**config.mk**
```make
export PLATFORM = sky130hd
export DESIGN_NAME = monotone_grid_path_reachability_core
export DESIGN_NICKNAME = d
export VERILOG_FILES = /design/src/mgpr_pkg.sv /design/src/mgpr_ram.sv /design/src/monotone_grid_path_reachability_core.sv
export SDC_FILE = /design/constraint.sdc
export NUM_CORES = 1
export LEC_CHECK = 0
export BUFFER_PORTS_ARGS = -buffer_cell sky130_fd_sc_hd__buf_4
export CAP_MARGIN = 20
export CORE_MARGIN = 5
export CORE_UTILIZATION = 45
export CTS_CLUSTER_SIZE = 10
export DETAILED_ROUTE_END_ITERATION = 8
export GPL_ROUTABILITY_DRIVEN = 0
export PLACE_DENSITY = 0.6
export SETUP_SLACK_MARGIN = 0.15
export SLEW_MARGIN = 20
export SYNTH_ARGS = -nofsm -noshare
export SYNTH_HDL_FRONTEND = slang
export SYNTH_SLANG_ARGS = --single-unit
```
**constraint.sdc**
```tcl
create_clock -name clk -period 7.45 [get_ports clk]
set_input_delay 0 -clock clk [delete_from_list [all_inputs] [get_ports clk]]
set_output_delay 0 -clock clk [all_outputs]
set_load 0.005 [all_outputs]
```
**src/mgpr_pkg.sv**
```systemverilog
`default_nettype none

package mgpr_pkg;

    localparam int MAX_N   = 64;
    localparam int ADDR_W  = (MAX_N > 1) ? $clog2(MAX_N) : 1;
    localparam int VALUE_W = 16;
    localparam int SIZE_W  = 7;

    localparam logic [SIZE_W-1:0] SIZE_RESET = SIZE_W'(6);

    // One line store entry: the cell above, its value and whether it was reached
    typedef struct packed {
        logic               reach;
        logic [VALUE_W-1:0] value;
    } line_entry_t;

    // Last valid row/column index for a raw size setting (0 acts as 1, saturates at MAX_N)
    function automatic logic [ADDR_W-1:0] last_index(input logic [SIZE_W-1:0] size);
        logic [SIZE_W:0] clamped;
        begin
            if (size == '0)
                clamped = (SIZE_W+1)'(1);
            else if ({1'b0, size} > (SIZE_W+1)'(MAX_N))
                clamped = (SIZE_W+1)'(MAX_N);
            else
                clamped = {1'b0, size};
            last_index = ADDR_W'(clamped - (SIZE_W+1)'(1));
        end
    endfunction

endpackage

`default_nettype wire

```
**src/mgpr_ram.sv**
```systemverilog
`default_nettype none

module mgpr_ram #(
    parameter int WIDTH = 8,
    parameter int DEPTH = 64
) (
    input  wire logic                                    clk,
    input  wire logic                                    we,
    input  wire logic [((DEPTH > 1) ? $clog2(DEPTH) : 1)-1:0] waddr,
    input  wire logic [WIDTH-1:0]                        wdata,
    input  wire logic                                    re,
    input  wire logic [((DEPTH > 1) ? $clog2(DEPTH) : 1)-1:0] raddr,
    output logic      [WIDTH-1:0]                        rdata
);

    logic [WIDTH-1:0] mem [DEPTH];

    always_ff @(posedge clk)
    begin
        if (we)
        begin
            mem[waddr] <= wdata;
        end
        if (re)
        begin
            rdata <= mem[raddr];
        end
    end

endmodule

`default_nettype wire

```
**src/monotone_grid_path_reachability_core.sv**
```systemverilog
// Result: the grid's last cell passes the compute stage register, then the output register.
// Throughput: one cell per cycle unless the last cell waits on a full, stalled result slot;
//   the single line RAM takes one read (at accept) and one write-back (compute stage) per cell.
// Reset (rst_n low, asynchronous): grid size returns to 6, position to the origin,
//   pipeline and output register empty. The line RAM is not cleared; row 0 ignores its reads.
`default_nettype none

module monotone_grid_path_reachability_core (
    input  wire logic                          clk,
    input  wire logic                          rst_n,
    input  wire logic                          in_valid,
    output logic                               in_ready,
    input  wire logic [mgpr_pkg::VALUE_W-1:0]  cell_value,
    output logic                               out_valid,
    input  wire logic                          out_ready,
    output logic                               reachable,
    input  wire logic                          cfg_valid,
    output logic                               cfg_ready,
    input  wire logic [mgpr_pkg::SIZE_W-1:0]   grid_size
);

    import mgpr_pkg::*;

    logic [SIZE_W-1:0]  size_reg;
    logic [ADDR_W-1:0]  last_idx;
    logic [ADDR_W-1:0]  col_reg, col_next;
    logic [ADDR_W-1:0]  row_reg, row_next;

    logic               s1_valid_reg, s1_valid_next;
    logic [VALUE_W-1:0] s1_value_reg;
    logic [ADDR_W-1:0]  s1_col_reg;
    logic               s1_row0_reg;
    logic               s1_last_reg;

    logic [VALUE_W-1:0] left_value_reg, left_value_next;
    logic               left_reach_reg, left_reach_next;

    logic               out_valid_reg, out_valid_next;
    logic               reachable_reg, reachable_next;

    logic               accept;
    logic               cfg_write;
    logic               s1_fire;
    logic               from_up;
    logic               from_left;
    logic               cell_reach;
    line_entry_t        above_entry;
    line_entry_t        wr_entry;

    assign last_idx  = last_index(size_reg);
    assign cfg_ready = 1'b1;
    assign cfg_write = cfg_valid & cfg_ready;

    // The compute stage only waits when it holds the grid's last cell and the result slot is stalled
    assign s1_fire  = s1_valid_reg & (~s1_last_reg | ~out_valid_reg | out_ready);
    assign in_ready = ~s1_valid_reg | s1_fire;
    assign accept   = in_valid & in_ready;

    // Same column of the previous row was written back no later than the cycle this read issues
    mgpr_ram #(
        .WIDTH ($bits(line_entry_t)),
        .DEPTH (MAX_N)
    ) u_line_ram (
        .clk   (clk),
        .we    (s1_fire),
        .waddr (s1_col_reg),
        .wdata (wr_entry),
        .re    (accept),
        .raddr (col_reg),
        .rdata (above_entry)
    );

    always_comb
    begin
        from_up    = ~s1_row0_reg & above_entry.reach & (above_entry.value < s1_value_reg);
        from_left  = (s1_col_reg != '0) & left_reach_reg & (left_value_reg < s1_value_reg);
        cell_reach = (s1_row0_reg & (s1_col_reg == '0)) | from_up | from_left;
        wr_entry.reach = cell_reach;
        wr_entry.value = s1_value_reg;
    end

    always_comb
    begin
        col_next = col_reg;
        row_next = row_reg;
        if (cfg_write)
        begin
            col_next = '0;
            row_next = '0;
        end
        else if (accept)
        begin
            if (col_reg == last_idx)
            begin
                col_next = '0;
                row_next = (row_reg == last_idx) ? '0 : row_reg + ADDR_W'(1);
            end
            else
            begin
                col_next = col_reg + ADDR_W'(1);
            end
        end
    end

    always_comb
    begin
        s1_valid_next = s1_valid_reg;
        if (accept)
            s1_valid_next = 1'b1;
        else if (s1_fire)
            s1_valid_next = 1'b0;
    end

    always_comb
    begin
        left_value_next = left_value_reg;
        left_reach_next = left_reach_reg;
        if (cfg_write || (s1_fire && s1_last_reg))
        begin
            left_value_next = '0;
            left_reach_next = 1'b0;
        end
        else if (s1_fire)
        begin
            left_value_next = s1_value_reg;
            left_reach_next = cell_reach;
        end
    end

    always_comb
    begin
        out_valid_next = out_valid_reg;
        reachable_next = reachable_reg;
        if (s1_fire && s1_last_reg)
        begin
            out_valid_next = 1'b1;
            reachable_next = cell_reach;
        end
        else if (out_valid_reg && out_ready)
        begin
            out_valid_next = 1'b0;
        end
    end

    always_ff @(posedge clk or negedge rst_n)
    begin
        if (!rst_n)
        begin
            size_reg       <= SIZE_RESET;
            col_reg        <= '0;
            row_reg        <= '0;
            s1_valid_reg   <= 1'b0;
            left_value_reg <= '0;
            left_reach_reg <= 1'b0;
            out_valid_reg  <= 1'b0;
        end
        else
        begin
            if (cfg_write)
                size_reg <= grid_size;
            col_reg        <= col_next;
            row_reg        <= row_next;
            s1_valid_reg   <= s1_valid_next;
            left_value_reg <= left_value_next;
            left_reach_reg <= left_reach_next;
            out_valid_reg  <= out_valid_next;
        end
    end

    always_ff @(posedge clk)
    begin
        reachable_reg <= reachable_next;
        if (accept)
        begin
            s1_value_reg <= cell_value;
            s1_col_reg   <= col_reg;
            s1_row0_reg  <= (row_reg == '0);
            s1_last_reg  <= (col_reg == last_idx) && (row_reg == last_idx);
        end
    end

    assign out_valid = out_valid_reg;
    assign reachable = reachable_reg;

endmodule

`default_nettype wire

```
==> impl_summary.txt <==
----------------------------------------------------
[Status]
  Result of the run ... finished, final reports clean

[Synthesis]
  Synthesized cell area ... between 0.04 and 0.05 sq mm
  Flops & latches, synth ... about 1200
  Number of standard cells after synthesis ... ~2000
  Primary flip-flop cell chosen by synthesis mapping ... sky130_fd_sc_hd__edfxtp_1
  Mean instance size in the synthesized netlist ... approximately 23 sq um
  Yosys cell types ... 60
  Register area share after synthesis ... between 70% and 80%
  Number of synthesis warnings ... 0
  Net Count, Synth ... between 2000 and 2500
  Post-synth EDFFs ... roughly 1100
  Asr flop ratio synth ... under 10%

[Drt]
  Vias post-DR ... 21559
  Count of antenna-violating nets left after detailed routing ... 0
  First DRT Iteration DRCs ... between 2000 and 3000
  Routed wire length ... 114 mm
  Number of search-and-repair iterations in the first detailed-routing pass ... 5
  Routed wire per std cell ... roughly 32 microns
  Post-route DRC ... 0
  Routed via count divided by cell count ... between 6 and 7

[STA]
  Total negative slack for setup checks ... 0 ps
  Endpoints failing setup ... 0
  Count of final hold-check violations ... 0
  Worst hold-check slack ... around 160 ps
  Total count of max-transition violations in the final report ... 0
  Fmax ... 0.276 GHz
  Part of the cycle the worst path needs ... roughly half
  Period minus WS final ... around 3600 ps
  Worst-margin pin slew ... between 1000 and 1500 ps
  Relative max-transition margin ... a little over a fifth
  Worst clock skew ... approximately 34 ps
  Unrepaired setup endpoints after global routing ... false

[Layout]
  Most flops, register ... u_line_ram.mem
  Share of the core filled with cells in the final layout ... roughly 52%
  Layout area overhead ... 14.5%
  Fraction of final layout cells with drive strength greater than 1 ... a little under a third
  Number of nets in the final layout ... between 2000 and 2500
  Max reg flops ... 1088
  Filler Cell Count ... roughly 7600
  Total inserted antenna cells ... 0
  Largest registers in the final layout ... u_line_ram.mem (1088), u_line_ram.rdata (17)

[Die]
  Horizontal die dimension ... around 330 microns
  Count of boundary I/O pins ... 32
  Die Footprint ... between 0.1 and 0.15 sq mm
  Initial core utilization ... a little under half
  Rows ... approximately 120
  CORE AREA ... 0.100 sq mm
  Die Span Y ... about 330 microns

[Critical path]
  CP dominant cell by count ... sky130_fd_sc_hd__mux4_2
  CP max stage cell ... sky130_fd_sc_hd__buf_4
  CP bufs+invs ... 1
  Cells along the critical path ... buf_4 -> mux4_2 -> mux4_2 -> mux4_2
  Kind of launch point of the worst setup path ... register
  Peak per-stage delay on the critical path ... just under 900 ps
  CP Data Arrival Time ... between 4000 and 5000 ps
  Data required time of the critical path ... between 7000 and 8000 ps
  CP Capture Type ... register
  Crit Path Max Fanout ... 65
  Cell family with most CP delay ... multiplexers
  Path type of the worst setup path ... reg2reg

[Global routing]
  Final global-route overflow total ... 0
  Initial antenna violation count ... 7
  First-pass GRT wire length ... between 150 and 200 mm
  Number of global-route vias before repair ... 22267
  Gr usage total ... about a fifth
  Maximum number of pins on one net before global-route repair ... 120

[Power and ir drop]
  Total power density per cell area ... about 270 mW/mm^2
  Lkg Pwr ... 16.0 nW
  Overall power of the completed layout ... between 10 and 15 mW
  IR drop worst, VDD ... ~0.18 mV

[Placement]
  DP Wirelength ... between 50 and 60 mm
  Number of I/O port buffers ... 30

[Clock tree]
  Clock tree from TritonCTS ... yes
  Buffer depth of the longest clock path ... 3
  Clock slew at reported path FFs ... 60 ps
  Clock insertion delay at the later pin of the skew report ... ~730 ps
  Num Clock Sinks ... 1168
  Cts bufs inserted ... 136
  Root Buffer ... sky130_fd_sc_hd__clkbuf_16
  CTS resizes ... 0
  Number of levels in the clock H-tree ... 4

[Min path]
  Hold/Removal Path Class ... in2reg

[Job]
  Max-Cap Viols ... 0

----------------------------------------------------
==> timing repair <==
action / CTS / global route
endpoints found under the hold margin: 76 / 0
buffers inserted: 0 / 0
hold buffers: 55 / 0
setup endpoints to repair: 0 / 0
==> layer usage <==
layer	global-route usage, %	routed length [microns]
met5	0	0
met4	7.16	3360
met3	5.08	8970
met2	34.4	56000
met1	29.0	45400
==> worst reg2reg max path, cell delays in order, from the launching register on <==
cell	delay [ps]
sky130_fd_sc_hd__dfrtp_4	880
sky130_fd_sc_hd__buf_4	910
sky130_fd_sc_hd__mux4_2	540
sky130_fd_sc_hd__mux4_2	530
sky130_fd_sc_hd__mux4_2	470
==> synthesized netlist by cell type, types with 9 or more instances <==
master	n	area [sq um]
sky130_fd_sc_hd__nor3_1	9	45.0
sky130_fd_sc_hd__o21ai_0	9	45.0
sky130_fd_sc_hd__dfrtp_1	36	901
sky130_fd_sc_hd__nand3_1	13	65.1
sky130_fd_sc_hd__ha_1	34	425
sky130_fd_sc_hd__buf_6	13	146
sky130_fd_sc_hd__clkbuf_1	56	210
sky130_fd_sc_hd__buf_4	13	97.6
sky130_fd_sc_hd__buf_2	12	60.1
sky130_fd_sc_hd__a21oi_1	21	105
sky130_fd_sc_hd__mux4_2	357	8040
sky130_fd_sc_hd__inv_1	26	97.6
sky130_fd_sc_hd__nand2_1	19	71.3
sky130_fd_sc_hd__a22o_1	17	149
sky130_fd_sc_hd__nor2_1	78	293
sky130_fd_sc_hd__edfxtp_1	1130	33900
==> worst paths after layout <==
| check | from | end | slack [ps] | cells past startpoint |
|---|---|---|---|---|
| setup / recovery | col_reg[1] | u_line_ram.rdata[3] | 3830 | 4 |
| min in group asynchronous | rst_n | size_reg[2] | 370 | 3 |
| max in group asynchronous | rst_n | left_value_reg[8] | 6830 | 4 |
| hold / removal | out_ready | out_valid | 160 | 4 |
| setup reg to reg | col_reg[1] | u_line_ram.rdata[3] | 3830 | 4 |
| hold reg to reg | left_value_reg[5] | left_value_reg[5] | 510 | 1 |
==> stage by stage <==
| stage | instance area (sq um) | setup WS, ps | instances |
|---|---|---|---|
| 4_1_cts | 52200 | 3790 | 3557 |
| 3_3_place_gp | 47900 | 3790 | 3313 |
| 6_report | 52200 | 3830 | 3557 |
| 3_5_place_dp | 47900 | 3780 | 3313 |
| 5_1_grt | 52200 | 3620 | 3557 |
| 2_1_floorplan | 45600 | 2720 | 1960 |
==> kinds of logic after synthesis <==
logic type / Yosys count / synth area share [%]
xor+xnor: 7 / 0.134
buf+inv: 127 / 1.40
fa+ha+maj: 34 / 0.933
flops: 1168 / 76.5
other cells: 1 / 0.00822
simple gates: 171 / 1.87
mux: 363 / 17.8
compound gates: 89 / 1.36
==> cell type report <==
cell class | count | area [sq um] | area share [%]
clock inverter | 10 | 109 | 0.208
multi-input combinational | 665 | 10400 | 19.9
inverter | 27 | 101 | 0.194
tap | 1357 | 1700 | 3.25
timing repair buffer | 151 | 1340 | 2.56
clock buffer | 179 | 3690 | 7.07
sequential | 1168 | 34900 | 66.8
==> power by group <==
group	leakage (nW)	switching (mW)	internal [mW]
clock network	1.84	2.43	3.43
registers	10.7	0.0548	7.27
logic	3.50	0.416	0.341
==> placed cells by master (no fill, tap or decap), drive strengths merged, types with 3 or more instances in the layout <==
| master | netlist | final |
|---|---|---|
| xnor2 | 5 | 5 |
| or2 | 3 | 3 |
| nand4 | 5 | 5 |
| nor2b | 7 | 7 |
| nand3 | 13 | 13 |
| clkbuf | 56 | 179 |
| a2111oi | 3 | 3 |
| ha | 34 | 34 |
| buf | 44 | 97 |
| dlygate4sd3 | 0 | 54 |
| or4 | 4 | 4 |
| mux2 | 5 | 5 |
| or3 | 5 | 5 |
| nand2 | 19 | 19 |
| a22o | 17 | 17 |
| o22ai | 4 | 4 |
| nand2b | 7 | 7 |
| o211ai | 4 | 4 |
| nand3b | 6 | 6 |
| nor3 | 10 | 10 |
| and4 | 3 | 3 |
| a31o | 3 | 3 |
| mux4 | 357 | 357 |
| nand4b | 3 | 3 |
| edfxtp | 1130 | 1130 |
| a211oi | 4 | 4 |
| clkinv | 0 | 3 |
| a21o | 6 | 6 |
| nor2 | 78 | 78 |
| o21ai | 13 | 13 |
| inv | 27 | 33 |
| a21oi | 21 | 21 |
| dfrtp | 36 | 36 |
| o21a | 3 | 3 |
No activity file was read; power rests on OpenSTA's default activity.
